<file path="config.mk">
export PLATFORM = sky130hd
export DESIGN_NAME = odp_blend
export DESIGN_NICKNAME = d
export VERILOG_FILES = /design/src/rtl/core/odp_pkg.sv /design/src/rtl/core/odp_blend.sv
export SDC_FILE = /design/constraint.sdc
export NUM_CORES = 2
export LEC_CHECK = 0
export ABC_CLOCK_PERIOD_IN_PS = 4850
export BUFFER_PORTS_ARGS = -buffer_cell sky130_fd_sc_hd__clkbuf_2
export CAP_MARGIN = 20
export CORE_MARGIN = 10
export CORE_UTILIZATION = 60
export CTS_CLUSTER_DIAMETER = 200
export DETAILED_ROUTE_END_ITERATION = 10
export PLACE_DENSITY = 0.8
export SLEW_MARGIN = 20
export SYNTH_ARGS = -nofsm -noshare
export SYNTH_HDL_FRONTEND = slang
export SYNTH_SLANG_ARGS = --single-unit
</file>
<file path="constraint.sdc">
create_clock -name clk_i -period 4.85 [get_ports clk_i]
set_input_delay 0.2425 -clock clk_i [delete_from_list [all_inputs] [get_ports clk_i]]
set_output_delay 0.2425 -clock clk_i [all_outputs]
set_load 0.02 [all_outputs]
</file>
<file path="src/rtl/core/odp_pkg.sv">
// shared types, constants and lookup functions for the ordered dither palette blend core
`default_nettype none
package odp_pkg;

  // channel order inside packed channel arrays: 0 red, 1 green, 2 blue
  localparam int unsigned NUM_CH  = 3;
  localparam int unsigned NUM_PAL = 16;
  localparam int unsigned RAW_W   = 12;
  localparam int unsigned PIX_W   = 8;
  localparam int unsigned IDX_W   = 4;
  localparam int unsigned SQ_W    = 16;
  localparam int unsigned DIST_W  = 18;
  localparam int unsigned WGT_W   = 9;
  localparam int unsigned MIX_W   = 20;

  // unity weight for bias and fade
  localparam logic [WGT_W-1:0] WGT_ONE = 9'd256;

  // register indexes on the config port
  localparam logic REG_PALETTE_BIAS = 1'b0;
  localparam logic REG_FADE_LEVEL   = 1'b1;

  // palette channel level codes
  localparam logic [1:0] LVL_ZERO = 2'd0;
  localparam logic [1:0] LVL_HALF = 2'd1;
  localparam logic [1:0] LVL_FULL = 2'd2;

  typedef struct packed {
    logic [RAW_W-1:0] red_raw;
    logic [RAW_W-1:0] green_raw;
    logic [RAW_W-1:0] blue_raw;
    logic [1:0]       x_phase;
    logic [1:0]       y_phase;
  } pix_in_t;

  typedef struct packed {
    logic [15:0]      pixel_rgb565;
    logic [IDX_W-1:0] palette_index;
  } pix_out_t;

  // dither stage payload
  typedef struct packed {
    logic [NUM_CH-1:0][RAW_W-1:0] raw;
    logic [NUM_CH-1:0][PIX_W-1:0] dith;
  } dith_t;

  // match stage payload
  typedef struct packed {
    logic [NUM_CH-1:0][RAW_W-1:0] raw;
    logic [IDX_W-1:0]             idx;
  } match_t;

  // 4x4 bayer matrix, row y, column x
  function automatic logic [3:0] bayer_entry(logic [1:0] y, logic [1:0] x);
    logic [3:0] m;
    case ({y, x})
      4'd0:    m = 4'd0;
      4'd1:    m = 4'd8;
      4'd2:    m = 4'd2;
      4'd3:    m = 4'd10;
      4'd4:    m = 4'd12;
      4'd5:    m = 4'd4;
      4'd6:    m = 4'd14;
      4'd7:    m = 4'd6;
      4'd8:    m = 4'd3;
      4'd9:    m = 4'd11;
      4'd10:   m = 4'd1;
      4'd11:   m = 4'd9;
      4'd12:   m = 4'd15;
      4'd13:   m = 4'd7;
      4'd14:   m = 4'd13;
      default: m = 4'd5;
    endcase
    return m;
  endfunction

  // dither offset in Q.4 for each bayer entry
  function automatic logic signed [9:0] dither_offset(logic [3:0] m);
    logic signed [9:0] o;
    case (m)
      4'd0:    o = -10'sd256;
      4'd1:    o = -10'sd222;
      4'd2:    o = -10'sd188;
      4'd3:    o = -10'sd154;
      4'd4:    o = -10'sd119;
      4'd5:    o = -10'sd85;
      4'd6:    o = -10'sd51;
      4'd7:    o = -10'sd17;
      4'd8:    o = 10'sd17;
      4'd9:    o = 10'sd51;
      4'd10:   o = 10'sd85;
      4'd11:   o = 10'sd119;
      4'd12:   o = 10'sd154;
      4'd13:   o = 10'sd188;
      4'd14:   o = 10'sd222;
      default: o = 10'sd256;
    endcase
    return o;
  endfunction

  // palette entry as level codes {red, green, blue}
  function automatic logic [5:0] pal_levels(logic [3:0] idx);
    logic [5:0] l;
    case (idx)
      4'd0:    l = {LVL_ZERO, LVL_ZERO, LVL_ZERO};
      4'd1:    l = {LVL_ZERO, LVL_ZERO, LVL_HALF};
      4'd2:    l = {LVL_ZERO, LVL_ZERO, LVL_FULL};
      4'd3:    l = {LVL_HALF, LVL_ZERO, LVL_ZERO};
      4'd4:    l = {LVL_HALF, LVL_ZERO, LVL_HALF};
      4'd5:    l = {LVL_ZERO, LVL_HALF, LVL_HALF};
      4'd6:    l = {LVL_ZERO, LVL_HALF, LVL_FULL};
      4'd7:    l = {LVL_FULL, LVL_ZERO, LVL_HALF};
      4'd8:    l = {LVL_FULL, LVL_ZERO, LVL_FULL};
      4'd9:    l = {LVL_ZERO, LVL_HALF, LVL_ZERO};
      4'd10:   l = {LVL_ZERO, LVL_FULL, LVL_FULL};
      4'd11:   l = {LVL_HALF, LVL_FULL, LVL_ZERO};
      4'd12:   l = {LVL_FULL, LVL_FULL, LVL_ZERO};
      4'd13:   l = {LVL_FULL, LVL_FULL, LVL_FULL};
      4'd14:   l = {LVL_ZERO, LVL_FULL, LVL_ZERO};
      default: l = {LVL_FULL, LVL_HALF, LVL_ZERO};
    endcase
    return l;
  endfunction

  // 8-bit channel value of a level code
  function automatic logic [PIX_W-1:0] level_value(logic [1:0] l);
    logic [PIX_W-1:0] v;
    case (l)
      LVL_ZERO: v = 8'd0;
      LVL_HALF: v = 8'd128;
      default:  v = 8'd255;
    endcase
    return v;
  endfunction

endpackage
`default_nettype wire

</file>
<file path="src/rtl/core/odp_blend.sv">
// blend of palette and raw color, fade scaling and rgb565 packing
`default_nettype none
module odp_blend (
  input  wire logic                         clk_i,
  input  wire logic                         rst_ni,
  input  wire logic                         advance_i,
  input  wire logic [odp_pkg::WGT_W-1:0]    bias_i,
  input  wire logic [odp_pkg::WGT_W-1:0]    fade_i,
  input  wire logic                         valid_i,
  input  wire odp_pkg::match_t              data_i,
  output logic                              valid_o,
  output odp_pkg::pix_out_t                 data_o
);
  import odp_pkg::*;

  logic [5:0]        lvl;
  logic [WGT_W-1:0]  inv_bias;
  logic [PIX_W-1:0]  pal [NUM_CH];
  logic [20:0]       mix_d [NUM_CH];
  logic [MIX_W-1:0]  mix_q [NUM_CH];
  logic [IDX_W-1:0]  idx_q;
  logic              valid_f_q;

  assign lvl      = pal_levels(data_i.idx);
  assign inv_bias = WGT_ONE - bias_i;
  assign pal[0]   = level_value(lvl[5:4]);
  assign pal[1]   = level_value(lvl[3:2]);
  assign pal[2]   = level_value(lvl[1:0]);

  // weighted mix in units of 2^-12, fits 20 bits
  always_comb begin
    for (int c = 0; c < NUM_CH; c++) begin
      mix_d[c] = 21'({pal[c], 4'b0000} * bias_i) + 21'(data_i.raw[c] * inv_bias);
    end
  end

  always_ff @(posedge clk_i) begin
    if (advance_i) begin
      for (int c = 0; c < NUM_CH; c++) begin
        mix_q[c] <= mix_d[c][MIX_W-1:0];
      end
      idx_q <= data_i.idx;
    end
  end

  // fade and pack into the output register
  logic [28:0]      faded [NUM_CH];
  logic [PIX_W-1:0] ch [NUM_CH];
  pix_out_t         out_d, out_q;
  logic             valid_g_q;

  always_comb begin
    for (int c = 0; c < NUM_CH; c++) begin
      faded[c] = 29'(mix_q[c] * fade_i);
      ch[c]    = faded[c][27:20];
    end
    out_d.pixel_rgb565  = {ch[0][7:3], ch[1][7:2], ch[2][7:3]};
    out_d.palette_index = idx_q;
  end

  always_ff @(posedge clk_i) begin
    if (advance_i) begin
      out_q <= out_d;
    end
  end

  always_ff @(posedge clk_i or negedge rst_ni) begin
    if (!rst_ni) begin
      valid_f_q <= 1'b0;
      valid_g_q <= 1'b0;
    end else if (advance_i) begin
      valid_f_q <= valid_i;
      valid_g_q <= valid_f_q;
    end
  end

  assign valid_o = valid_g_q;
  assign data_o  = out_q;

endmodule
`default_nettype wire

</file>
======== Word level (Yosys, flattened, before mapping) ========
Memory sizes are Yosys's and may differ from the RTL's.
Index checks and enable logic that the tools add are counted.
word-level totals
  memories kept ........................... 2
  bits in writable memories ............... 60
  bits in registers ....................... 26
  input port bits ......................... 62
  bits in read-only memories .............. 96
  output and inout port bits .............. 21
  word-level logic and storage cells ...... 31
memories
  name              depth  bits a word  read ports  clocked after memory_dff  write ports  RTL line         source
  (name not given)  16     6            1           0                         0            odp_pkg.sv:104   case (idx)
  mix_q             3      20           3           0                         3            odp_blend.sv:20  logic [MIX_W-1:0] mix_q [NUM_CH];
operators by class
  multipliers ............................. 9
  mux-type cells .......................... 5
  reduce and logical (&&, ||, !) cells .... 3
  equality and inequality tests ........... 3
  $add $sub $neg .......................... 4
operators by type and width
  cell                                                              number
  20-bit by 9-bit multiplier with 28-bit output                     3
  20-bit adder                                                      3
  12-bit by 9-bit multiplier with 20-bit output                     3
  8-bit by 9-bit multiplier with 16-bit output                      3
  8-bit case mux with 2 select lines                                3
  9-bit subtractor (first input constant)                           1
  2-bit by 1-bit == test with 1-bit output (second input constant)  3
  2-bit logical NOT                                                 3
  1-bit two-way mux                                                 2

======== Depth between registers and ports, before layout ========
An unclocked memory read counts as a cell.
  word-level depth ........................ 5
  gate-level depth with buffers ........... 31
  depth with buffers taken out ............ 31

======== Worst setup path before layout ========
No wires, ideal clock.
  kind .................................... in2reg
  from .................................... input data_i[0] (netlist name)
  to ...................................... memory mix_q[0][19] (data pin)
  setup slack ............................. -1,349 ps
  buffers on the path ..................... 1
  stages on the path ...................... 24
  data required time ...................... 4,590 ps
  arrival time ............................ 5,939 ps
  setup time .............................. 260 ps
  path through ............................ ha_1 > nand2_1 > o21ai_0 > clkbuf_1 > nand2_1 > inv_1 > fa_1 > fa_1 > fa_1 > inv_1 > fa_1 > inv_1 > ha_1 > a21oi_1 > a21bo_1 > a41o_1 > o41a_1 > xnor2_1 > fa_1 > inv_1 > ha_1 > a21o_1 > a31oi_1 > xnor2_1
RTL lines
  item                RTL line         source
  start: declaration  odp_blend.sv:10  input wire odp_pkg::match_t data_i,
  end: declaration    odp_blend.sv:20

==> impl_summary.md <==
Run status
The run finished, with violations left. The final reports fail on setup timing.

Worst setup path
The critical path's slowest cell is fa_1. STA puts the critical path data arrival time at 6.23 ns. The worst reg-to-reg path cell count is 17.

The worst setup path is of the in -> reg kind. STA puts the critical path data required time at 5.02 ns. In this run the worst path has a maximum fanout of 12.

The category of the worst setup path capture point is a flip-flop. The stage delay of the slowest cell on the critical path is 0.68 ns. The worst setup path is launched from an input pin.

The most numerous cell type found on the critical path is fa_1. The slack of the worst reg-to-reg path is -0.07 ns.

Synthesis
The synthesis-stage register bit count is 86. Yosys attributes the largest share of cell area to fa_1 43%, ha_1 13%, inv_1 9.4%. The share of synthesized area in the top cell type comes to 43.49%. The number of distinct library cells after synthesis is 72.

The share of async-settable or async-resettable flops after synthesis is 2.326%. The number of synthesis warnings is 0. The count of mapped cells out of synthesis is 3,698. After synthesis, flip-flops and latches occupy 7.645% of the total area. The average instance in the mapped netlist occupies 9.099 sq um.

Counting flops with a built-in enable in the synthesized netlist gives 84. fa_1 takes more of the synthesized area than any other cell. The total standard cell area after synthesis is 33,650 sq um. The synthesized netlist net count is 4,853. The dominant register cell in the synthesized netlist is edfxtp_1.

Run
The count of max-cap constraint violations is 0.

Clocking
The cell sitting at the root of the clock tree is a clkbuf_16. TritonCTS built the clock tree. Clock tree synthesis inserted a total of 9 buffers.

The post-CTS clock slew at the launch and capture registers of the worst setup and hold paths is 0.08 ns. The CTS sink count is 86. The clock passes through at most 2 buffers.

The clock latency on the worst-skew pair is 0.40 ns. The H-tree depth is 3.

Global route
The first global-routing pass estimated 146.0 mm of wire. Global routing finished with a remaining overflow of 0. The number of global-route vias before repair is 29,514. Entering global routing, the biggest net connects 45 pins. The total track usage is 27.38%. The initial antenna violation count is 6.

Cells and area
The top cell types in the final layout, fill and taps aside, are 793 x inv_1, 713 x fa_1, 569 x nand2_1. For this run, the number of standard cells in the final layout without fillers is 4,955. The net count reported at finish is 5,352.

The fraction of layout cells with a size suffix above 1 is 25.18%. At the end of the flow the core is filled with cells to 75.85%. Leaving out fill and tap cells, the most frequent cell in the layout is inv_1. Compared with the post-synthesis result, the final layout area differs by 24.67%. The cell area after layout is 41,950 sq um.

STA
Setup repair after global routing could not meet its margin everywhere. The part of the cycle the worst path needs is 125.1%. The slew at the pin closest to its max-slew limit is 0.7579 ns. The final critical path time including I/O delays and setup is 6.066 ns. The number of slew-limit violations in the final report came to 0. For the final database, setup skew stands at 0.01798 ns. The number of endpoints with negative hold slack in the final report is 0.

The post-layout worst setup margin is -1.216 ns. The upper clock frequency limit is 164.8 MHz. The total of endpoints with negative setup slack in the final report is 33. In this run the tightest slew margin relative to its limit is 49.47%.

Routing
The average wire per cell in the routed design is 19.96 um. The initial DRC count is 2,227. Summed over all layers, the routed wires come to 98.89 mm.

The detail-routed via count per cell is 5.638. The number of remaining DRC errors is 0. For this run, the detailed router's first-pass iteration total came to 6. The residual antenna-violating net count after detailed routing is 0. The detailed router placed 27,937 vias in this run.

Placement
The placed cell area is 39,270 sq um. Routability-driven placement finished with a final weighted congestion of 0.9187. The final HPWL from detailed placement is 68.39 mm. The number of cells in the design after placement is 4,842. The pre-CTS worst setup slack is -1.460 ns. The count of input and output buffers is 82.

Floorplanning
For this design the top-level I/O count stands at 83. The horizontal die dimension is 256.8 um. The cell row count is 86. The floorplan die area is 65,950 sq um. The starting density of the core is 60.84%. The die is 256.8 um tall. The total area inside the core boundary comes to 55,310 sq um.

Hold path
The worst hold path was traced through 2 stages. The worst hold path class is in -> reg.
==> what timing repair did <==
| action | CTS | global route |
|---|---|---|
| setup endpoints to repair | 41 | 45 |
| gates resized for setup | 156 | 175 |
| hold buffers | 1 | 0 |
| endpoints found under the hold margin | 2 | 0 |
| cloned | 2 | 2 |
| setup buffers | 51 | 41 |
| pin swaps | 93 | 135 |
==> layer usage <==
layer,track usage (%),wire (um),vias up
li1,-,-,11982
met1,33.14,35520,14057
met2,48.33,49260,1435
met3,4.302,7979,457
met4,10.57,6079,6
met5,0,40,-
==> synth_stat cells (37+ instances only) <==
cell / count
nand2_1: 605
and2_1: 321
inv_1: 845
xnor2_1: 100
fa_1: 731
nor2_1: 77
ha_1: 362
a21oi_1: 75
buf_1: 62
edfxtp_1: 84
xor2_1: 37
clkbuf_1: 118
==> cell families after synthesis <==
logic type / synth area share, %
xor gates and xnor gates: 3.566
DFF: 7.645
buffers and inverters: 11.62
muxes: 0.09668
adders and majority gates: 56.95
and+or+nand+nor: 15.67
AOI/OAI and AO/OA: 4.447
==> state kept, by name, indices dropped and copies added, names as in the netlist <==
register,cells
idx_q,4
valid_f_q,1
data_o,20
mix_q,60
valid_o,1
==> critical path, delay by kind of cell <==
family          cells  cell delay [ns]
simple gates        5             0.74
xor+xnor            2             0.24
fa+ha+maj           7             3.23
compound gates      5             0.99
buf+inv             6             0.75
==> worst paths after layout <==
path	startpoint	end
worst max-delay path	data_i[2]	mix_q[0][59]
worst min-delay path	valid_i	valid_f_q
worst max register to register	mix_q[0][14]	data_o[19]
worst min register to register	idx_q[1]	data_o[1]
max in group asynchronous	rst_ni	valid_o
min in group asynchronous	rst_ni	valid_f_q
==> metrics by stage <==
stage / TNS (ns) / hold WS, ns
after floorplan: -11.49 / -0.05309
after global placement: -30.32 / 0.02711
after detailed placement: -35.50 / 0.03032
after CTS: -11.05 / 0.05732
after global routing: -25.94 / 0.08722
final: -20.90 / 0.06653
==> area by class of cell <==
class / instances / area, sq um
antenna: 5 / 12.51
multi-input combinational: 2579 / 29340
clock inverter: 7 / 78.83
sequential: 86 / 2572
timing repair buffer: 675 / 5578
fill: 3302 / 13360
clock buffer: 9 / 225.2
inverter: 846 / 3206
tap: 748 / 935.9
Power is left out: the tool's default activity adds up to more than one toggle a clock period on the data nets, which glitch-free logic cannot reach.
