$ cat config.mk
export PLATFORM = sky130hd
export DESIGN_NAME = odp_dither
export DESIGN_NICKNAME = d
export VERILOG_FILES = /design/src/rtl/core/odp_pkg.sv /design/src/rtl/core/odp_dither.sv
export SDC_FILE = /design/constraint.sdc
export NUM_CORES = 1
export LEC_CHECK = 0
export ABC_AREA = 1
export BUFFER_PORTS_ARGS = -buffer_cell sky130_fd_sc_hd__clkbuf_2
export CORE_AREA = 2 2 114 83
export CTS_BUF_LIST = sky130_fd_sc_hd__clkbuf_4
export DETAILED_ROUTE_END_ITERATION = 12
export DIE_AREA = 0 0 116 85
export PLACE_DENSITY = 0.8
export SETUP_SLACK_MARGIN = 0.1
export SLEW_MARGIN = 20
export SYNTH_ARGS = -nofsm -noshare
export SYNTH_HDL_FRONTEND = slang
export SYNTH_SLANG_ARGS = --single-unit
$ cat constraint.sdc
create_clock -name clk_i -period 0.87 [get_ports clk_i]
set_input_delay 0.174 -clock clk_i [delete_from_list [all_inputs] [get_ports clk_i]]
set_output_delay 0.174 -clock clk_i [all_outputs]
set_load 0.01 [all_outputs]
$ cat src/rtl/core/odp_pkg.sv
// shared types, constants and lookup functions for the ordered dither palette blend core
`default_nettype none
package odp_pkg;

  // channel order inside packed channel arrays: 0 red, 1 green, 2 blue
  localparam int unsigned NUM_CH  = 3;
  localparam int unsigned NUM_PAL = 16;
  localparam int unsigned RAW_W   = 12;
  localparam int unsigned PIX_W   = 8;
  localparam int unsigned IDX_W   = 4;
  localparam int unsigned SQ_W    = 16;
  localparam int unsigned DIST_W  = 18;
  localparam int unsigned WGT_W   = 9;
  localparam int unsigned MIX_W   = 20;

  // unity weight for bias and fade
  localparam logic [WGT_W-1:0] WGT_ONE = 9'd256;

  // register indexes on the config port
  localparam logic REG_PALETTE_BIAS = 1'b0;
  localparam logic REG_FADE_LEVEL   = 1'b1;

  // palette channel level codes
  localparam logic [1:0] LVL_ZERO = 2'd0;
  localparam logic [1:0] LVL_HALF = 2'd1;
  localparam logic [1:0] LVL_FULL = 2'd2;

  typedef struct packed {
    logic [RAW_W-1:0] red_raw;
    logic [RAW_W-1:0] green_raw;
    logic [RAW_W-1:0] blue_raw;
    logic [1:0]       x_phase;
    logic [1:0]       y_phase;
  } pix_in_t;

  typedef struct packed {
    logic [15:0]      pixel_rgb565;
    logic [IDX_W-1:0] palette_index;
  } pix_out_t;

  // dither stage payload
  typedef struct packed {
    logic [NUM_CH-1:0][RAW_W-1:0] raw;
    logic [NUM_CH-1:0][PIX_W-1:0] dith;
  } dith_t;

  // match stage payload
  typedef struct packed {
    logic [NUM_CH-1:0][RAW_W-1:0] raw;
    logic [IDX_W-1:0]             idx;
  } match_t;

  // 4x4 bayer matrix, row y, column x
  function automatic logic [3:0] bayer_entry(logic [1:0] y, logic [1:0] x);
    logic [3:0] m;
    case ({y, x})
      4'd0:    m = 4'd0;
      4'd1:    m = 4'd8;
      4'd2:    m = 4'd2;
      4'd3:    m = 4'd10;
      4'd4:    m = 4'd12;
      4'd5:    m = 4'd4;
      4'd6:    m = 4'd14;
      4'd7:    m = 4'd6;
      4'd8:    m = 4'd3;
      4'd9:    m = 4'd11;
      4'd10:   m = 4'd1;
      4'd11:   m = 4'd9;
      4'd12:   m = 4'd15;
      4'd13:   m = 4'd7;
      4'd14:   m = 4'd13;
      default: m = 4'd5;
    endcase
    return m;
  endfunction

  // dither offset in Q.4 for each bayer entry
  function automatic logic signed [9:0] dither_offset(logic [3:0] m);
    logic signed [9:0] o;
    case (m)
      4'd0:    o = -10'sd256;
      4'd1:    o = -10'sd222;
      4'd2:    o = -10'sd188;
      4'd3:    o = -10'sd154;
      4'd4:    o = -10'sd119;
      4'd5:    o = -10'sd85;
      4'd6:    o = -10'sd51;
      4'd7:    o = -10'sd17;
      4'd8:    o = 10'sd17;
      4'd9:    o = 10'sd51;
      4'd10:   o = 10'sd85;
      4'd11:   o = 10'sd119;
      4'd12:   o = 10'sd154;
      4'd13:   o = 10'sd188;
      4'd14:   o = 10'sd222;
      default: o = 10'sd256;
    endcase
    return o;
  endfunction

  // palette entry as level codes {red, green, blue}
  function automatic logic [5:0] pal_levels(logic [3:0] idx);
    logic [5:0] l;
    case (idx)
      4'd0:    l = {LVL_ZERO, LVL_ZERO, LVL_ZERO};
      4'd1:    l = {LVL_ZERO, LVL_ZERO, LVL_HALF};
      4'd2:    l = {LVL_ZERO, LVL_ZERO, LVL_FULL};
      4'd3:    l = {LVL_HALF, LVL_ZERO, LVL_ZERO};
      4'd4:    l = {LVL_HALF, LVL_ZERO, LVL_HALF};
      4'd5:    l = {LVL_ZERO, LVL_HALF, LVL_HALF};
      4'd6:    l = {LVL_ZERO, LVL_HALF, LVL_FULL};
      4'd7:    l = {LVL_FULL, LVL_ZERO, LVL_HALF};
      4'd8:    l = {LVL_FULL, LVL_ZERO, LVL_FULL};
      4'd9:    l = {LVL_ZERO, LVL_HALF, LVL_ZERO};
      4'd10:   l = {LVL_ZERO, LVL_FULL, LVL_FULL};
      4'd11:   l = {LVL_HALF, LVL_FULL, LVL_ZERO};
      4'd12:   l = {LVL_FULL, LVL_FULL, LVL_ZERO};
      4'd13:   l = {LVL_FULL, LVL_FULL, LVL_FULL};
      4'd14:   l = {LVL_ZERO, LVL_FULL, LVL_ZERO};
      default: l = {LVL_FULL, LVL_HALF, LVL_ZERO};
    endcase
    return l;
  endfunction

  // 8-bit channel value of a level code
  function automatic logic [PIX_W-1:0] level_value(logic [1:0] l);
    logic [PIX_W-1:0] v;
    case (l)
      LVL_ZERO: v = 8'd0;
      LVL_HALF: v = 8'd128;
      default:  v = 8'd255;
    endcase
    return v;
  endfunction

endpackage
`default_nettype wire

$ cat src/rtl/core/odp_dither.sv
// dither stage: bayer offset, truncate and clamp of each channel
`default_nettype none
module odp_dither (
  input  wire logic            clk_i,
  input  wire logic            rst_ni,
  input  wire logic            advance_i,
  input  wire logic            valid_i,
  input  wire odp_pkg::pix_in_t data_i,
  output logic                 valid_o,
  output odp_pkg::dith_t       data_o
);
  import odp_pkg::*;

  logic signed [9:0]              off;
  logic [NUM_CH-1:0][RAW_W-1:0]   raw_in;
  logic signed [13:0]             sum [NUM_CH];
  dith_t                          data_d, data_q;
  logic                           valid_q;

  assign raw_in[0] = data_i.red_raw;
  assign raw_in[1] = data_i.green_raw;
  assign raw_in[2] = data_i.blue_raw;
  assign off = dither_offset(bayer_entry(data_i.y_phase, data_i.x_phase));

  // add offset, floor at zero, shift out the fraction, saturate at 255
  always_comb begin
    data_d.raw = raw_in;
    for (int c = 0; c < NUM_CH; c++) begin
      sum[c] = $signed({2'b00, raw_in[c]}) + $signed({{4{off[9]}}, off});
      if (sum[c][13]) begin
        data_d.dith[c] = '0;
      end else if (sum[c][12]) begin
        data_d.dith[c] = '1;
      end else begin
        data_d.dith[c] = sum[c][11:4];
      end
    end
  end

  // stage register
  always_ff @(posedge clk_i or negedge rst_ni) begin
    if (!rst_ni) begin
      valid_q <= 1'b0;
    end else if (advance_i) begin
      valid_q <= valid_i;
    end
  end

  always_ff @(posedge clk_i) begin
    if (advance_i) begin
      data_q <= data_d;
    end
  end

  assign valid_o = valid_q;
  assign data_o  = data_q;

endmodule
`default_nettype wire

* After elaboration in Yosys (flattened, before gate mapping)
Memory sizes are Yosys's and may differ from the RTL's.
Index checks and enable logic that the tools add are counted.
** Storage, ports and cells
- Memories kept :: 2
- Input bits :: 44
- Bits in registers :: 61
- Word-level logic and storage cells :: 15
- Bits in read-only memories :: 224
** Operators by class
- Add/subtract/negate cells :: 3
- Muxes and demuxes :: 3
** Memories
- (name not given) :: depth 16, bits a word 10, rd ports 1, clocked after Yosys merged registers in 0, write ports 0, line odp_pkg.sv:80 : case (m)
- (name not given) :: depth 16, bits a word 4, rd ports 1, clocked after Yosys merged registers in 0, write ports 0, line odp_pkg.sv:56 : case ({y, x})
** Operators by type and width (number)
- adder 13 x 10 -> 14 bit :: 3
- two-way mux 8 bit :: 3

* Depth between registers and ports, before layout
An unclocked memory read counts as a cell.
- Word-level depth :: 4
- Gate-level depth with buffers :: 20

* Worst setup path after synthesis
OpenSTA, ideal clock, no wires.
- Path type :: input to register
- Start point :: in data_i[2] (netlist bit)
- End point :: reg data_q, in the netlist data_o[13] (data pin)
- Setup time :: 0.254 ns
- Data required time :: 0.616 ns
- Arrival time :: 2.162 ns
- Buffers on the path :: 2
- Slack :: -1.546 ns
- Cell stages on the path :: 19
- Cell sequence :: buf_6 -> inv_4 -> nand2_4 -> nand2_4 -> clkinv_4 -> buf_6 -> a21oi_1 -> inv_1 -> ha_1 -> nand2_1 -> inv_1 -> nand2_1 -> inv_1 -> a21oi_2 -> nand2_2 -> nand2_2 -> nand2_1 -> nor2_1 -> nor2_1
** Between the ends
- Cells in the longest elaborated chain, start to end :: 4
** Ends and longest elaborated chain
- from (decl) :: line odp_dither.sv:8 : input wire odp_pkg::pix_in_t data_i,
- memory read (16 x 4 bit) (*)
- memory read (16 x 10 bit) (*)
- adder 13 x 10 -> 14 bit (*) :: line odp_dither.sv:29 : sum[c] = $signed({2'b00, raw_in[c]}) + $signed({{4{off[9]}}, off});
- two-way mux 8 bit :: line odp_dither.sv:32 : end else if (sum[c][12]) begin
- to (signal assigned) :: line odp_dither.sv:51 : data_q <= data_d;
- to (decl) :: line odp_dither.sv:17 : dith_t data_d, data_q;
Every way passes the cells marked *; elsewhere a longest branch is shown, timed or not.
A chain may end at the register's enable or synchronous reset.

* Worst setup path after layout
- Start point :: in data_i[1] (netlist bit)
- End point :: reg data_q, in the netlist data_o[8] (data pin)
Same word-level chain as after synthesis.

==> impl_summary.md <==
Worst setup path
The launch point of the worst path is data_i[1]. The largest delay contributor family on the critical path is simple AND/OR/NAND/NOR gates. The worst register-to-register path begins at valid_o$_DFFE_PN0P_. STA puts the critical path data required time at 1.11 ns. The startpoint kind of the worst setup timing path is a primary input. The kind of critical path is in -> reg. The largest fanout on the critical path is 5. The endpoint class of the critical path is a flop. Among all stages on the critical path, the largest delay is contributed by sky130_fd_sc_hd__ha_4. The number of cell instances on the worst register-to-register path is 2. The cell that appears most often on the critical path is sky130_fd_sc_hd__nand2_2. The data arrival time at the worst-slack endpoint is 2.25 ns.

Walking the worst path, the cells encountered are buf_8 -> buf_6 -> ha_4 -> a21oi_4 -> clkinv_4 -> ha_4 -> nand2_2 -> nand2_2 -> inv_1 -> nand2_2 -> a21oi_2 -> nand3_1 -> nand2_2 -> inv_2 -> nand2_1 -> inv_1. The count of buffer and inverter cells on the critical path is 6. In this design, the stage delay of the slowest critical-path cell is 0.30 ns.

The number of gates on the worst path with buffers counted is 16.

Detailed routing
The post-detailed-routing wire length is ~20000 um. In the routed layout, each cell is associated on average with a via count of 5.66. The detailed router finished its first iteration with 549 violations. In the routed design, unresolved DRC markers number 0. The routed layout has 5846 vias. The post-detailed-route wirelength per cell is 19.9 um. The first detailed-routing pass ran for 7 iterations.

The detail route stage leaves a number of antenna-violating nets equal to 0.

Floorplanning
The die outline height is roughly 85 um. The placeable core area is 8780 um^2. The number of I/O pins is 105.

The area of the die is between 9000 and 10000 um^2. From left edge to right edge, the die measures 116 um. The starting density of the core is 0.537. The number of core rows is 29.

Global routing
After global routing the overflow that remains totals 0. The via count of the first global-routing pass was 5395. The first global-routing pass estimated 25700 um of wire. Entering global routing, the biggest net connects 20 pins. The initial antenna violation count is 0. The total routing usage reported by global routing is 0.341.

Yosys
By area the synthesized netlist is led by sky130_fd_sc_hd__edfxtp_1 38%, sky130_fd_sc_hd__nand2_1 18%, sky130_fd_sc_hd__ha_1 10%, sky130_fd_sc_hd__inv_1 10%, sky130_fd_sc_hd__nand3_1 4.2%. After synthesis, the netlist uses 27 different library cells. The number of standard cells after synthesis is between 600 and 700. The number of register bits inferred by synthesis is 61.

The sequential element share of the synthesized area is 0.388. The share of the synthesized area in the top cell type is 0.382. Synthesis produced a netlist with a net count of 720.

A synthesized cell averages 7.40 um^2. The area of the mapped netlist is ~4700 um^2. Yosys printed 0 warnings.

The dominant cell type by area after synthesis is sky130_fd_sc_hd__edfxtp_1.

Timing
The maximum clock frequency is approximately 0.5 GHz. Setup repair after global routing could not meet its margin everywhere. The clock skew is 0 ns. The worst max-slew margin expressed relative to the limit is 0.732. The accumulated negative setup slack is -43.36 ns. The number of slew-limit violations in the final report came to 0. The number of hold violations in the final report is 1.

The shortest clock period the worst path allows after layout is 2.01 ns. The smallest hold slack is -0.00753 ns. In the finished design, the share of the clock period the worst path needs comes to 2.31.

The count of final setup violators is 86. The final worst setup slack is -1.14 ns. At the pin with the least slew margin, the transition time is 0.400 ns.

Final layout
After the last flow step, the layout net total stands at approximately 990. The fraction of the core area covered by cells at the end of the flow is 0.905. The flip-flop and latch area is about 1800 um^2.

The most common library cell in the layout ignoring fill and taps is sky130_fd_sc_hd__nand2_1. In the layout the commonest cells are 167 x sky130_fd_sc_hd__nand2_1, 109 x sky130_fd_sc_hd__buf_4, 106 x sky130_fd_sc_hd__inv_1, 99 x sky130_fd_sc_hd__clkbuf_2, 60 x sky130_fd_sc_hd__edfxtp_1. Counting the fill cells in the layout gives 364. From synthesis to final layout, the design area changed by 68.7%. The multi-input logic area is 3430 um^2. In the final layout, the share of cells above drive strength 1 is 0.497.

CTS
CTS built an H-tree with a depth of 3. The total clock buffers created by CTS is 9. The clock-pin slew of the registers on the worst-case setup and hold paths is between 0.1 and 0.15 ns. The maximum buffer depth of the clock tree is 2. The tree is rooted in a sky130_fd_sc_hd__clkbuf_4. The TritonCTS clock tree is built. The sink count of the clock tree is ~60. The insertion delay of the later-clocked pin in the worst-skew pair is between 0.4 and 0.5 ns.

Run status
The checks that failed: hold timing, setup timing. The run finished, with violations left.

Worst hold path
The startpoint identified for the worst hold timing path is data_i[27]. The worst hold path class is in -> reg. The worst hold path was traced through 2 stages.

Flow run
The number of maximum-capacitance violations is 0.

Placed design
Detailed placement ended at an HPWL of 10900 um. Routability-driven placement finished with a final weighted congestion of between 0.9 and 1. Buffers placed on the I/O ports in this run total around 100.

Pwr
The worst-case IR drop observed on VDD is 1.98 mV. The total power divided by cell area is 1510 nW/um^2. Summed over all cells, the static leakage comes to about 4.0 nW. The design draws 12.0 mW.
-- through the flow --
step | std cells | worst slack [ns] | area (um^2)
floorplan | 637 | -1.31 | 4850
global placement | 964 | -1.50 | 6270
detailed placement | 964 | -1.60 | 6270
CTS | 1020 | -0.935 | 7440
global route | 1030 | -1.16 | 7950
finish | 1032 | -1.14 | 7950
-- Yosys cell counts, drive strengths merged --
cell type / n
nand3: 48
inv: 131
edfxtp: 60
dfrtp: 1
clkinv: 1
buf: 3
nand2: 255
nand3b: 8
xnor2: 6
o21ai: 3
and2: 4
a21oi: 27
nand4: 9
nor2: 39
a31o: 1
mux2: 1
a21o: 1
ha: 39
-- report_power, final --
group,internal [mW],leakage [nW],switching [mW]
sequential,3.64,0.597,0.0956
combinational,2.54,3.37,3.43
clock,1.17,0.0799,1.16
total,7.35,4.05,4.69
-- registers in the layout, indices dropped and copies added, names as in the netlist --
name	flops
valid_o	1
data_o	60
-- metal layers --
layer	track usage	vias up	wire (um)
met5	0	-	0
met4	0.155	0	1550
li1	-	2547	-
met1	0.397	2637	7380
met2	0.590	488	9690
met3	0.0921	174	1940
-- worst paths after layout --
kind	to	slack (ns)
min in group asynchronous	valid_o$_DFFE_PN0P_	0.03
hold / removal	data_o[47]$_DFFE_PP_	-0.008
max in group asynchronous	valid_o$_DFFE_PN0P_	0.75
hold reg to reg	valid_o$_DFFE_PN0P_	0.62
setup reg to reg	valid_o$_DFFE_PN0P_	-0.01
setup / recovery	data_o[8]$_SDFFCE_PP0P_	-1.14
-- cell type report --
type                            instances  area share
Clock inverter                          5     0.00960
Clock buffer                           10     0.00944
Antenna cell                            2    0.000630
Inverter                              132      0.0661
Timing Repair Buffer                  257       0.233
Sequential cell                        61       0.230
Multi-Input combinational cell        441       0.432
Tap cell                              124      0.0195
-- what timing repair did --
action	CTS	global route
setup endpoints to repair	85	86
setup buffers	13	10
hold buffers	28	0
gates resized for setup	105	120
pin swaps	48	50
hold endpoints to repair	28	0
-- logic make-up (layout without fill, tap and decap cells) --
group	count (synthesis)	count (layout)	share of synthesized area
flops	61	61	0.388
fa+ha+maj	39	39	0.104
compound gates	32	32	0.0385
simple gates	363	363	0.344
other cells	0	2	0
mux	1	1	0.00239
xor+xnor	6	6	0.0111
buf+inv	135	404	0.113
(Power assumes the default switching activity.)
