`config.mk`:
```
export PLATFORM = sky130hd
export DESIGN_NAME = odp_match
export DESIGN_NICKNAME = d
export VERILOG_FILES = /design/src/rtl/core/odp_pkg.sv /design/src/rtl/core/odp_match.sv
export SDC_FILE = /design/constraint.sdc
export NUM_CORES = 2
export LEC_CHECK = 0
export ABC_CLOCK_PERIOD_IN_PS = 10100
export BUFFER_PORTS_ARGS = -buffer_cell sky130_fd_sc_hd__buf_2
export CAP_MARGIN = 20
export CELL_PAD_IN_SITES_DETAIL_PLACEMENT = 1
export CELL_PAD_IN_SITES_GLOBAL_PLACEMENT = 1
export CORE_MARGIN = 2
export CORE_UTILIZATION = 50
export CTS_BUF_LIST = sky130_fd_sc_hd__clkbuf_8
export CTS_CLUSTER_SIZE = 20
export DETAILED_ROUTE_END_ITERATION = 8
export PLACE_DENSITY = 0.83
export SYNTH_ARGS = -nofsm -noshare
export SYNTH_HDL_FRONTEND = slang
export SYNTH_SLANG_ARGS = --single-unit
```
`constraint.sdc`:
```
create_clock -name clk_i -period 10.1 [get_ports clk_i]
set_input_delay 2.02 -clock clk_i [delete_from_list [all_inputs] [get_ports clk_i]]
set_output_delay 2.02 -clock clk_i [all_outputs]
set_load 0.02 [all_outputs]
```
`src/rtl/core/odp_pkg.sv`:
```
// shared types, constants and lookup functions for the ordered dither palette blend core
`default_nettype none
package odp_pkg;

  // channel order inside packed channel arrays: 0 red, 1 green, 2 blue
  localparam int unsigned NUM_CH  = 3;
  localparam int unsigned NUM_PAL = 16;
  localparam int unsigned RAW_W   = 12;
  localparam int unsigned PIX_W   = 8;
  localparam int unsigned IDX_W   = 4;
  localparam int unsigned SQ_W    = 16;
  localparam int unsigned DIST_W  = 18;
  localparam int unsigned WGT_W   = 9;
  localparam int unsigned MIX_W   = 20;

  // unity weight for bias and fade
  localparam logic [WGT_W-1:0] WGT_ONE = 9'd256;

  // register indexes on the config port
  localparam logic REG_PALETTE_BIAS = 1'b0;
  localparam logic REG_FADE_LEVEL   = 1'b1;

  // palette channel level codes
  localparam logic [1:0] LVL_ZERO = 2'd0;
  localparam logic [1:0] LVL_HALF = 2'd1;
  localparam logic [1:0] LVL_FULL = 2'd2;

  typedef struct packed {
    logic [RAW_W-1:0] red_raw;
    logic [RAW_W-1:0] green_raw;
    logic [RAW_W-1:0] blue_raw;
    logic [1:0]       x_phase;
    logic [1:0]       y_phase;
  } pix_in_t;

  typedef struct packed {
    logic [15:0]      pixel_rgb565;
    logic [IDX_W-1:0] palette_index;
  } pix_out_t;

  // dither stage payload
  typedef struct packed {
    logic [NUM_CH-1:0][RAW_W-1:0] raw;
    logic [NUM_CH-1:0][PIX_W-1:0] dith;
  } dith_t;

  // match stage payload
  typedef struct packed {
    logic [NUM_CH-1:0][RAW_W-1:0] raw;
    logic [IDX_W-1:0]             idx;
  } match_t;

  // 4x4 bayer matrix, row y, column x
  function automatic logic [3:0] bayer_entry(logic [1:0] y, logic [1:0] x);
    logic [3:0] m;
    case ({y, x})
      4'd0:    m = 4'd0;
      4'd1:    m = 4'd8;
      4'd2:    m = 4'd2;
      4'd3:    m = 4'd10;
      4'd4:    m = 4'd12;
      4'd5:    m = 4'd4;
      4'd6:    m = 4'd14;
      4'd7:    m = 4'd6;
      4'd8:    m = 4'd3;
      4'd9:    m = 4'd11;
      4'd10:   m = 4'd1;
      4'd11:   m = 4'd9;
      4'd12:   m = 4'd15;
      4'd13:   m = 4'd7;
      4'd14:   m = 4'd13;
      default: m = 4'd5;
    endcase
    return m;
  endfunction

  // dither offset in Q.4 for each bayer entry
  function automatic logic signed [9:0] dither_offset(logic [3:0] m);
    logic signed [9:0] o;
    case (m)
      4'd0:    o = -10'sd256;
      4'd1:    o = -10'sd222;
      4'd2:    o = -10'sd188;
      4'd3:    o = -10'sd154;
      4'd4:    o = -10'sd119;
      4'd5:    o = -10'sd85;
      4'd6:    o = -10'sd51;
      4'd7:    o = -10'sd17;
      4'd8:    o = 10'sd17;
      4'd9:    o = 10'sd51;
      4'd10:   o = 10'sd85;
      4'd11:   o = 10'sd119;
      4'd12:   o = 10'sd154;
      4'd13:   o = 10'sd188;
      4'd14:   o = 10'sd222;
      default: o = 10'sd256;
    endcase
    return o;
  endfunction

  // palette entry as level codes {red, green, blue}
  function automatic logic [5:0] pal_levels(logic [3:0] idx);
    logic [5:0] l;
    case (idx)
      4'd0:    l = {LVL_ZERO, LVL_ZERO, LVL_ZERO};
      4'd1:    l = {LVL_ZERO, LVL_ZERO, LVL_HALF};
      4'd2:    l = {LVL_ZERO, LVL_ZERO, LVL_FULL};
      4'd3:    l = {LVL_HALF, LVL_ZERO, LVL_ZERO};
      4'd4:    l = {LVL_HALF, LVL_ZERO, LVL_HALF};
      4'd5:    l = {LVL_ZERO, LVL_HALF, LVL_HALF};
      4'd6:    l = {LVL_ZERO, LVL_HALF, LVL_FULL};
      4'd7:    l = {LVL_FULL, LVL_ZERO, LVL_HALF};
      4'd8:    l = {LVL_FULL, LVL_ZERO, LVL_FULL};
      4'd9:    l = {LVL_ZERO, LVL_HALF, LVL_ZERO};
      4'd10:   l = {LVL_ZERO, LVL_FULL, LVL_FULL};
      4'd11:   l = {LVL_HALF, LVL_FULL, LVL_ZERO};
      4'd12:   l = {LVL_FULL, LVL_FULL, LVL_ZERO};
      4'd13:   l = {LVL_FULL, LVL_FULL, LVL_FULL};
      4'd14:   l = {LVL_ZERO, LVL_FULL, LVL_ZERO};
      default: l = {LVL_FULL, LVL_HALF, LVL_ZERO};
    endcase
    return l;
  endfunction

  // 8-bit channel value of a level code
  function automatic logic [PIX_W-1:0] level_value(logic [1:0] l);
    logic [PIX_W-1:0] v;
    case (l)
      LVL_ZERO: v = 8'd0;
      LVL_HALF: v = 8'd128;
      default:  v = 8'd255;
    endcase
    return v;
  endfunction

endpackage
`default_nettype wire

```
`src/rtl/core/odp_match.sv`:
```
// nearest palette search: squares, distance sums and a two-stage min tree
`default_nettype none
module odp_match (
  input  wire logic           clk_i,
  input  wire logic           rst_ni,
  input  wire logic           advance_i,
  input  wire logic           valid_i,
  input  wire odp_pkg::dith_t data_i,
  output logic                valid_o,
  output odp_pkg::match_t     data_o
);
  import odp_pkg::*;

  typedef logic [NUM_CH-1:0][RAW_W-1:0] raw3_t;

  // squared channel distances to the three levels
  logic signed [8:0]  diff [NUM_CH][3];
  logic signed [17:0] prod [NUM_CH][3];
  logic [SQ_W-1:0]    sq_q [NUM_CH][3];
  raw3_t              raw_b_q;
  logic               valid_b_q;

  always_comb begin
    for (int c = 0; c < NUM_CH; c++) begin
      for (int l = 0; l < 3; l++) begin
        diff[c][l] = $signed({1'b0, data_i.dith[c]}) - $signed({1'b0, level_value(2'(l))});
        prod[c][l] = diff[c][l] * diff[c][l];
      end
    end
  end

  always_ff @(posedge clk_i) begin
    if (advance_i) begin
      for (int c = 0; c < NUM_CH; c++) begin
        for (int l = 0; l < 3; l++) begin
          sq_q[c][l] <= prod[c][l][SQ_W-1:0];
        end
      end
      raw_b_q <= data_i.raw;
    end
  end

  // distance sum for each palette entry
  logic [DIST_W-1:0] dist_d [NUM_PAL];
  logic [DIST_W-1:0] dist_q [NUM_PAL];
  raw3_t             raw_c_q;
  logic              valid_c_q;

  for (genvar i = 0; i < NUM_PAL; i++) begin : g_dist
    localparam logic [5:0] Lvl = pal_levels(4'(i));
    assign dist_d[i] = DIST_W'(sq_q[0][Lvl[5:4]]) + DIST_W'(sq_q[1][Lvl[3:2]])
                     + DIST_W'(sq_q[2][Lvl[1:0]]);
  end

  always_ff @(posedge clk_i) begin
    if (advance_i) begin
      dist_q  <= dist_d;
      raw_c_q <= raw_b_q;
    end
  end

  // first min tree stage: 16 to 4, lower index kept on ties
  logic [DIST_W-1:0] l1_dist [8];
  logic [IDX_W-1:0]  l1_idx  [8];
  logic [DIST_W-1:0] l2_dist [4];
  logic [IDX_W-1:0]  l2_idx  [4];
  logic [DIST_W-1:0] grp_dist_q [4];
  logic [IDX_W-1:0]  grp_idx_q  [4];
  raw3_t             raw_d_q;
  logic              valid_d_q;

  always_comb begin
    for (int p = 0; p < 8; p++) begin
      if (dist_q[2*p+1] < dist_q[2*p]) begin
        l1_dist[p] = dist_q[2*p+1];
        l1_idx[p]  = IDX_W'(2*p+1);
      end else begin
        l1_dist[p] = dist_q[2*p];
        l1_idx[p]  = IDX_W'(2*p);
      end
    end
    for (int p = 0; p < 4; p++) begin
      if (l1_dist[2*p+1] < l1_dist[2*p]) begin
        l2_dist[p] = l1_dist[2*p+1];
        l2_idx[p]  = l1_idx[2*p+1];
      end else begin
        l2_dist[p] = l1_dist[2*p];
        l2_idx[p]  = l1_idx[2*p];
      end
    end
  end

  always_ff @(posedge clk_i) begin
    if (advance_i) begin
      grp_dist_q <= l2_dist;
      grp_idx_q  <= l2_idx;
      raw_d_q    <= raw_c_q;
    end
  end

  // second min tree stage: 4 to 1
  logic [DIST_W-1:0] l3_dist [2];
  logic [IDX_W-1:0]  l3_idx  [2];
  match_t            data_d, data_q;
  logic              valid_e_q;

  always_comb begin
    for (int p = 0; p < 2; p++) begin
      if (grp_dist_q[2*p+1] < grp_dist_q[2*p]) begin
        l3_dist[p] = grp_dist_q[2*p+1];
        l3_idx[p]  = grp_idx_q[2*p+1];
      end else begin
        l3_dist[p] = grp_dist_q[2*p];
        l3_idx[p]  = grp_idx_q[2*p];
      end
    end
    data_d.raw = raw_d_q;
    data_d.idx = (l3_dist[1] < l3_dist[0]) ? l3_idx[1] : l3_idx[0];
  end

  always_ff @(posedge clk_i) begin
    if (advance_i) begin
      data_q <= data_d;
    end
  end

  // valid bits of the four stages
  always_ff @(posedge clk_i or negedge rst_ni) begin
    if (!rst_ni) begin
      valid_b_q <= 1'b0;
      valid_c_q <= 1'b0;
      valid_d_q <= 1'b0;
      valid_e_q <= 1'b0;
    end else if (advance_i) begin
      valid_b_q <= valid_i;
      valid_c_q <= valid_b_q;
      valid_d_q <= valid_c_q;
      valid_e_q <= valid_d_q;
    end
  end

  assign valid_o = valid_e_q;
  assign data_o  = data_q;

endmodule
`default_nettype wire

```
==> Word level (Yosys, flattened, before mapping) <==
Memories as Yosys holds them, arrays and structs flattened.
Index checks and enable logic that the tools add are counted.
{ "totals": {"word_cells": 127, "inputBits": 64, "output_inout_bits": 41, "rom_bits": 0, "memories": 1, "latch_bits": 0, "register_bits": 528, "ram_bits": 144} }
{ "classes": {"n_bitwise": 0, "div": 0, "n_eq_ne": 0, "n_mux": 31, "n_reduce_logical": 0, "addsub": 30, "magnitude_cmp": 15, "shifts": 0, "mul": 9} }
{ "mem_list": {"columns": ["memory", "words", "word_bits", "rd", "rd_ports_with_merged_regs", "write_ports", "line_no", "text"], "rows": [
  ["sq_q", 3, 48, 3, 0, 3, "odp_match.sv:19", "logic [SQ_W-1:0] sq_q [NUM_CH][3];"]
]} }
{ "op_table": {"columns": ["operator", "count"], "rows": [
  ["< comparator 18 bit", 15],
  ["2-to-1 mux 18 bit", 14],
  ["adder 17 x 16 -> 18 bit", 8],
  ["adder 18 x 16 -> 18 bit", 8],
  ["adder 16 x 16 -> 17 bit", 8],
  ["multiplier 9 x 9 -> 16 bit", 6],
  ["subtractor 8 x 8 -> 9 bit (second input constant)", 6],
  ["multiplier 8 x 8 -> 16 bit", 3],
  ["2-to-1 mux 4 bit", 7],
  ["2-to-1 mux 1 bit", 10]
]} }

==> Depth between registers and ports, before layout <==
{ "depth": {"ltp_word": 4, "depth_mapped": 25, "ltp_nobuf": 25} }

==> Least setup slack after synthesis <==
Ideal clock, no wire load.
{ "synth_timing": {"kind": "input port to flip-flop", "from": "in data_i[17] (netlist bit)", "to": "mem sq_q[2][14] (netlist bit), data pin", "path_buffers": 1, "required_time_ns": 9.839, "arrival_ns": 7.331, "setup_slack_ns": 2.508, "path_stages": 24, "cell_sequence": "buf_2 -> and2_1 -> nand2_1 -> nor3_1 -> xor2_1 -> inv_1 -> nor2_1 -> inv_1 -> fa_1 -> fa_1 -> inv_1 -> fa_1 -> fa_1 -> inv_1 -> fa_1 -> inv_1 -> ha_1 -> inv_1 -> o21ai_0 -> a21oi_1 -> o21bai_1 -> a21oi_1 -> nor3_1 -> a311o_1"} }
{ "synth_lines": {"columns": ["element", "line_no", "text"], "rows": [
  ["start: declaration", "odp_match.sv:8", "input wire odp_pkg::dith_t data_i,"],
  ["end: declaration", "odp_match.sv:19", null]
]} }

==> results by group <==
Finish
  – Share of layout cells above drive strength 1: between 6 and 7%
  – Synth-to-layout area growth: 8.043%
  – Fin nets: between 7000 and 8000

Timing
  – Relative slew slack: a little under a fifth
  – F_max: 128.9 MHz
  – Setup TNS: 0 ns
  – Final hold violation count: 0
  – Pins Over Slew Limit: 0
  – Worst-Margin Slew: between 1 and 1.5 ns
  – RSZ-0062 raised after global routing: no
  – Min Tclk post-route: about 7.8 ns
  – # setup viols final: 0
  – Final clock period utilization by the worst path: around three quarters
  – Clk_skew: between 0.06 and 0.07 ns

Clocking
  – Number of buffers created by CTS: 112
  – TritonCTS clock tree: built
  – H-tree levels: 3
  – Clk_lat worst skew: 0.85 ns
  – CTS clock-pin slew for the worst setup and hold paths: around 0.06 ns
  – CTS Hold Bufs: 0
  – Max clock buf depth: 3
  – PostCTS Resize Cnt: 0
  – CTS root buf: clkbuf_8
  – Clock tree sinks: roughly 630
  – Postcts setup bufs: 0

Flow run
  – Max Cap Violations: 0

GRT
  – Initial antenna violation count: 8
  – Vias in the first global route: 48200
  – Pin count of the biggest net entering global routing: slightly below 200
  – First-pass GRT wire length: roughly 280000 µm
  – GRT Residual Overflow: 0
  – Aggregate global-route resource usage: roughly 30%

Floorplanning
  – Die Area: 0.1232 mm²
  – Initial core utilization: between 50% and 60%
  – CORE AREA: between 0.1 and 0.15 mm²
  – Core Rows: approximately 130
  – IO Pins: 105
  – Die Wd: ~350 µm
  – Chip Height: about 350 µm

Hold path
  – Worst Hold Depth: 0
  – Hold Startpoint: raw_c_q[7]$_DFFE_PP_
  – Hold Path Class: reg2reg
  – Worst Hold End: data_d[11]$_DFFE_PP_

Yosys
  – Number of library cell types mapped by synthesis: 98
  – Seq cells post-synth: 627
  – Register area share after synthesis: 31.25%
  – Syn Area/Cell: approximately 10 µm²
  – Synth warnings: 0
  – Post-synth EDFFs: ~620
  – Cell Area, Synth: between 0.06 and 0.07 mm²
  – Predominant post-synthesis flop cell: edfxtp_1
  – Post-Synthesis Cells: approximately 5800
  – Async set-reset flop share out of synthesis: less than 1%

Worst setup path
  – Critical path class: in2reg
  – Worst r2r dst: grp_dist_q[25]$_DFFE_PP_
  – R2R Setup Slk: a little over 4 ns
  – Worst Reg2Reg Path Length in Cells: 17
  – Reg2reg start: dist_q[119]$_DFFE_PP_
  – Startpoint Class: input port
  – Crit path required time: ~11 ns
  – CP endpoint kind: flop
  – CP Data Arrival Time: 8.31 ns
  – Crit-path max FO: 13

Detailed routing
  – Drt drc: 0
  – Post-DR vias/cell: between 5 and 6
  – WL final: roughly 180000 µm
  – Antenna Nets Post-Route: 0
  – DR iter-0 viols: about 3500
  – Drt pass-1 iters: 5
  – DR WL/cell: 23.91 µm
  – Via count of the routed design: roughly 44000

Placed design
  – Placer Congestion: just under 1
  – DPL Wire Length: about 150000 µm
  – PortBufs: 104

Outcome
  – Outcome: finished, final reports clean
[kinds of logic after synthesis]
family / count (synthesis) / synth area share, %
buffers and inverters: 941 / 5.966
other: 1 / 0.006231
muxes: 222 / 3.813
xor gates and xnor gates: 452 / 6.578
AOI/OAI and AO/OA: 971 / 10.68
DFF: 627 / 31.25
adders and majority gates: 1284 / 31.74
and+or+nand+nor: 1257 / 9.968
[final cells by class]
cell class	count	area, µm²
antenna	3	7.507
clock buffer	112	1541
clock inverter	93	787.0
fill	13160	54630
inverter	866	3251
multi-input combinational	4192	37840
sequential	627	18810
tap	1612	2017
timing repair buffer	131	778.2
[critical path: stages]
cell and delay (ns):
buf_2 0.22, and2_1 0.19, nand2_1 0.19, nor3_1 0.29, xor2_1 0.59, inv_1 0.20
nor2_1 0.21, inv_1 0.10, fa_1 0.50, fa_1 0.53, inv_1 0.05, fa_1 0.46
fa_1 0.55, inv_1 0.06, fa_1 0.51, inv_1 0.05, ha_1 0.33, o21ai_0 0.12
a21boi_0 0.16, o21ai_0 0.25, nand2b_1 0.15, a31oi_1 0.26, o21ai_0 0.18, xnor2_1 0.16
[worst max path at each step]
stage	slack (ns)	depth (start not counted)	to	start
2_1_floorplan	2.51	24	sq_q[2][14]$_DFFE_PP_	data_i[17]
3_3_place_gp	1.95	24	sq_q[2][14]$_DFFE_PP_	data_i[17]
3_5_place_dp	1.67	24	sq_q[2][15]$_DFFE_PP_	data_i[18]
4_1_cts	2.45	24	sq_q[2][15]$_DFFE_PP_	data_i[18]
5_1_grt	1.92	24	sq_q[2][15]$_DFFE_PP_	data_i[18]
6_report	2.34	24	sq_q[2][15]$_DFFE_PP_	data_i[18]
[cell usage in the layout (no fill, tap or decap), types with 15 or more instances in the layout]
master     netlist  layout
nor2b_1         55      55
and3_1          34      34
nor4b_1         21      20
and2_1          47      47
nor2_1         357     357
edfxtp_1       623     623
inv_1          859     878
ha_1           879     879
o2111ai_1       15      15
mux2_2          41      41
a21oi_1        270     269
o22ai_1         18      18
fa_1           405     405
a21o_1         112     112
nand4_1         36      36
o21ai_1         35      34
xor2_1         100     100
nand3_1         87      87
o21ai_0        143     142
o211ai_1        17      17
o21a_1          45      45
clkinv_1         5      37
a21boi_0        26      26
buf_2           17     103
xnor2_1        352     352
or3_1           29      29
buf_4            8      23
a31oi_1         56      56
clkbuf_8         0     112
mux2i_1        169     169
nor3_1         161     161
nand2b_1        43      43
nand2_1        312     312
a31o_2          21      21
or2_2           37      37
a211oi_1        49      49
o21bai_1        46      45
[cells in the mapped netlist (all sizes together) (28+ instances only)]
| cell | number | area share (%) |
|---|---|---|
| ha | 879 | 18 |
| inv | 861 | 5.4 |
| edfxtp | 623 | 31 |
| fa | 405 | 13 |
| nor2 | 359 | 2.3 |
| xnor2 | 352 | 5.1 |
| nand2 | 313 | 2.0 |
| a21oi | 273 | 2.3 |
| o21ai | 179 | 1.5 |
| mux2i | 170 | 2.8 |
| nor3 | 162 | 1.4 |
| a21o | 112 | 1.4 |
| xor2 | 100 | 1.5 |
| nand3 | 87 | 0.72 |
| a31oi | 58 | 0.62 |
| nor2b | 55 | 0.57 |
| mux2 | 52 | 0.98 |
| a211oi | 50 | 0.64 |
| and2 | 47 | 0.49 |
| clkbuf | 47 | 0.29 |
| o21bai | 46 | 0.57 |
| o21a | 45 | 0.56 |
| nand2b | 43 | 0.45 |
| or2 | 37 | 0.38 |
| nand4 | 36 | 0.37 |
| and3 | 34 | 0.35 |
| a21boi | 29 | 0.37 |
| or3 | 29 | 0.30 |
| buf | 28 | 0.27 |
[state kept, by name, indices dropped and copies added (netlist names), 8 cells and up]
name	cells
dist_q	266
sq_q	129
grp_dist_q	72
data_o	40
data_d	36
raw_b_q	36
raw_c_q	36
grp_idx_q	8
[through the flow]
| step | hold slack [ns] | setup WS [ns] | instance area [µm²] | cells | util, % |
|---|---|---|---|---|---|
| finish | 0.4126 | 2.342 | 65030 | 7636 | 54.35 |
| global route | 0.4226 | 1.918 | 65020 | 7634 | 54.34 |
| CTS | 0.4101 | 2.455 | 65000 | 7632 | 54.33 |
| detailed placement | 0.4057 | 1.671 | 62680 | 7427 | 52.38 |
| global placement | 0.4002 | 1.945 | 62680 | 7427 | 52.38 |
| floorplan | 0.4003 | 2.508 | 60210 | 5760 | - |
[per-layer routing]
metal  up-vias  wire length (µm)  GRT usage (%)
met5         -                11              0
met1     22220             76300          37.94
met4         2              9612          14.93
met3       400             10460          3.902
li1      20420                 -              -
met2      1251             86180          50.16
Power is left out: the tool's default activity adds up to more than one toggle a clock period on the data nets, which glitch-free logic cannot reach.
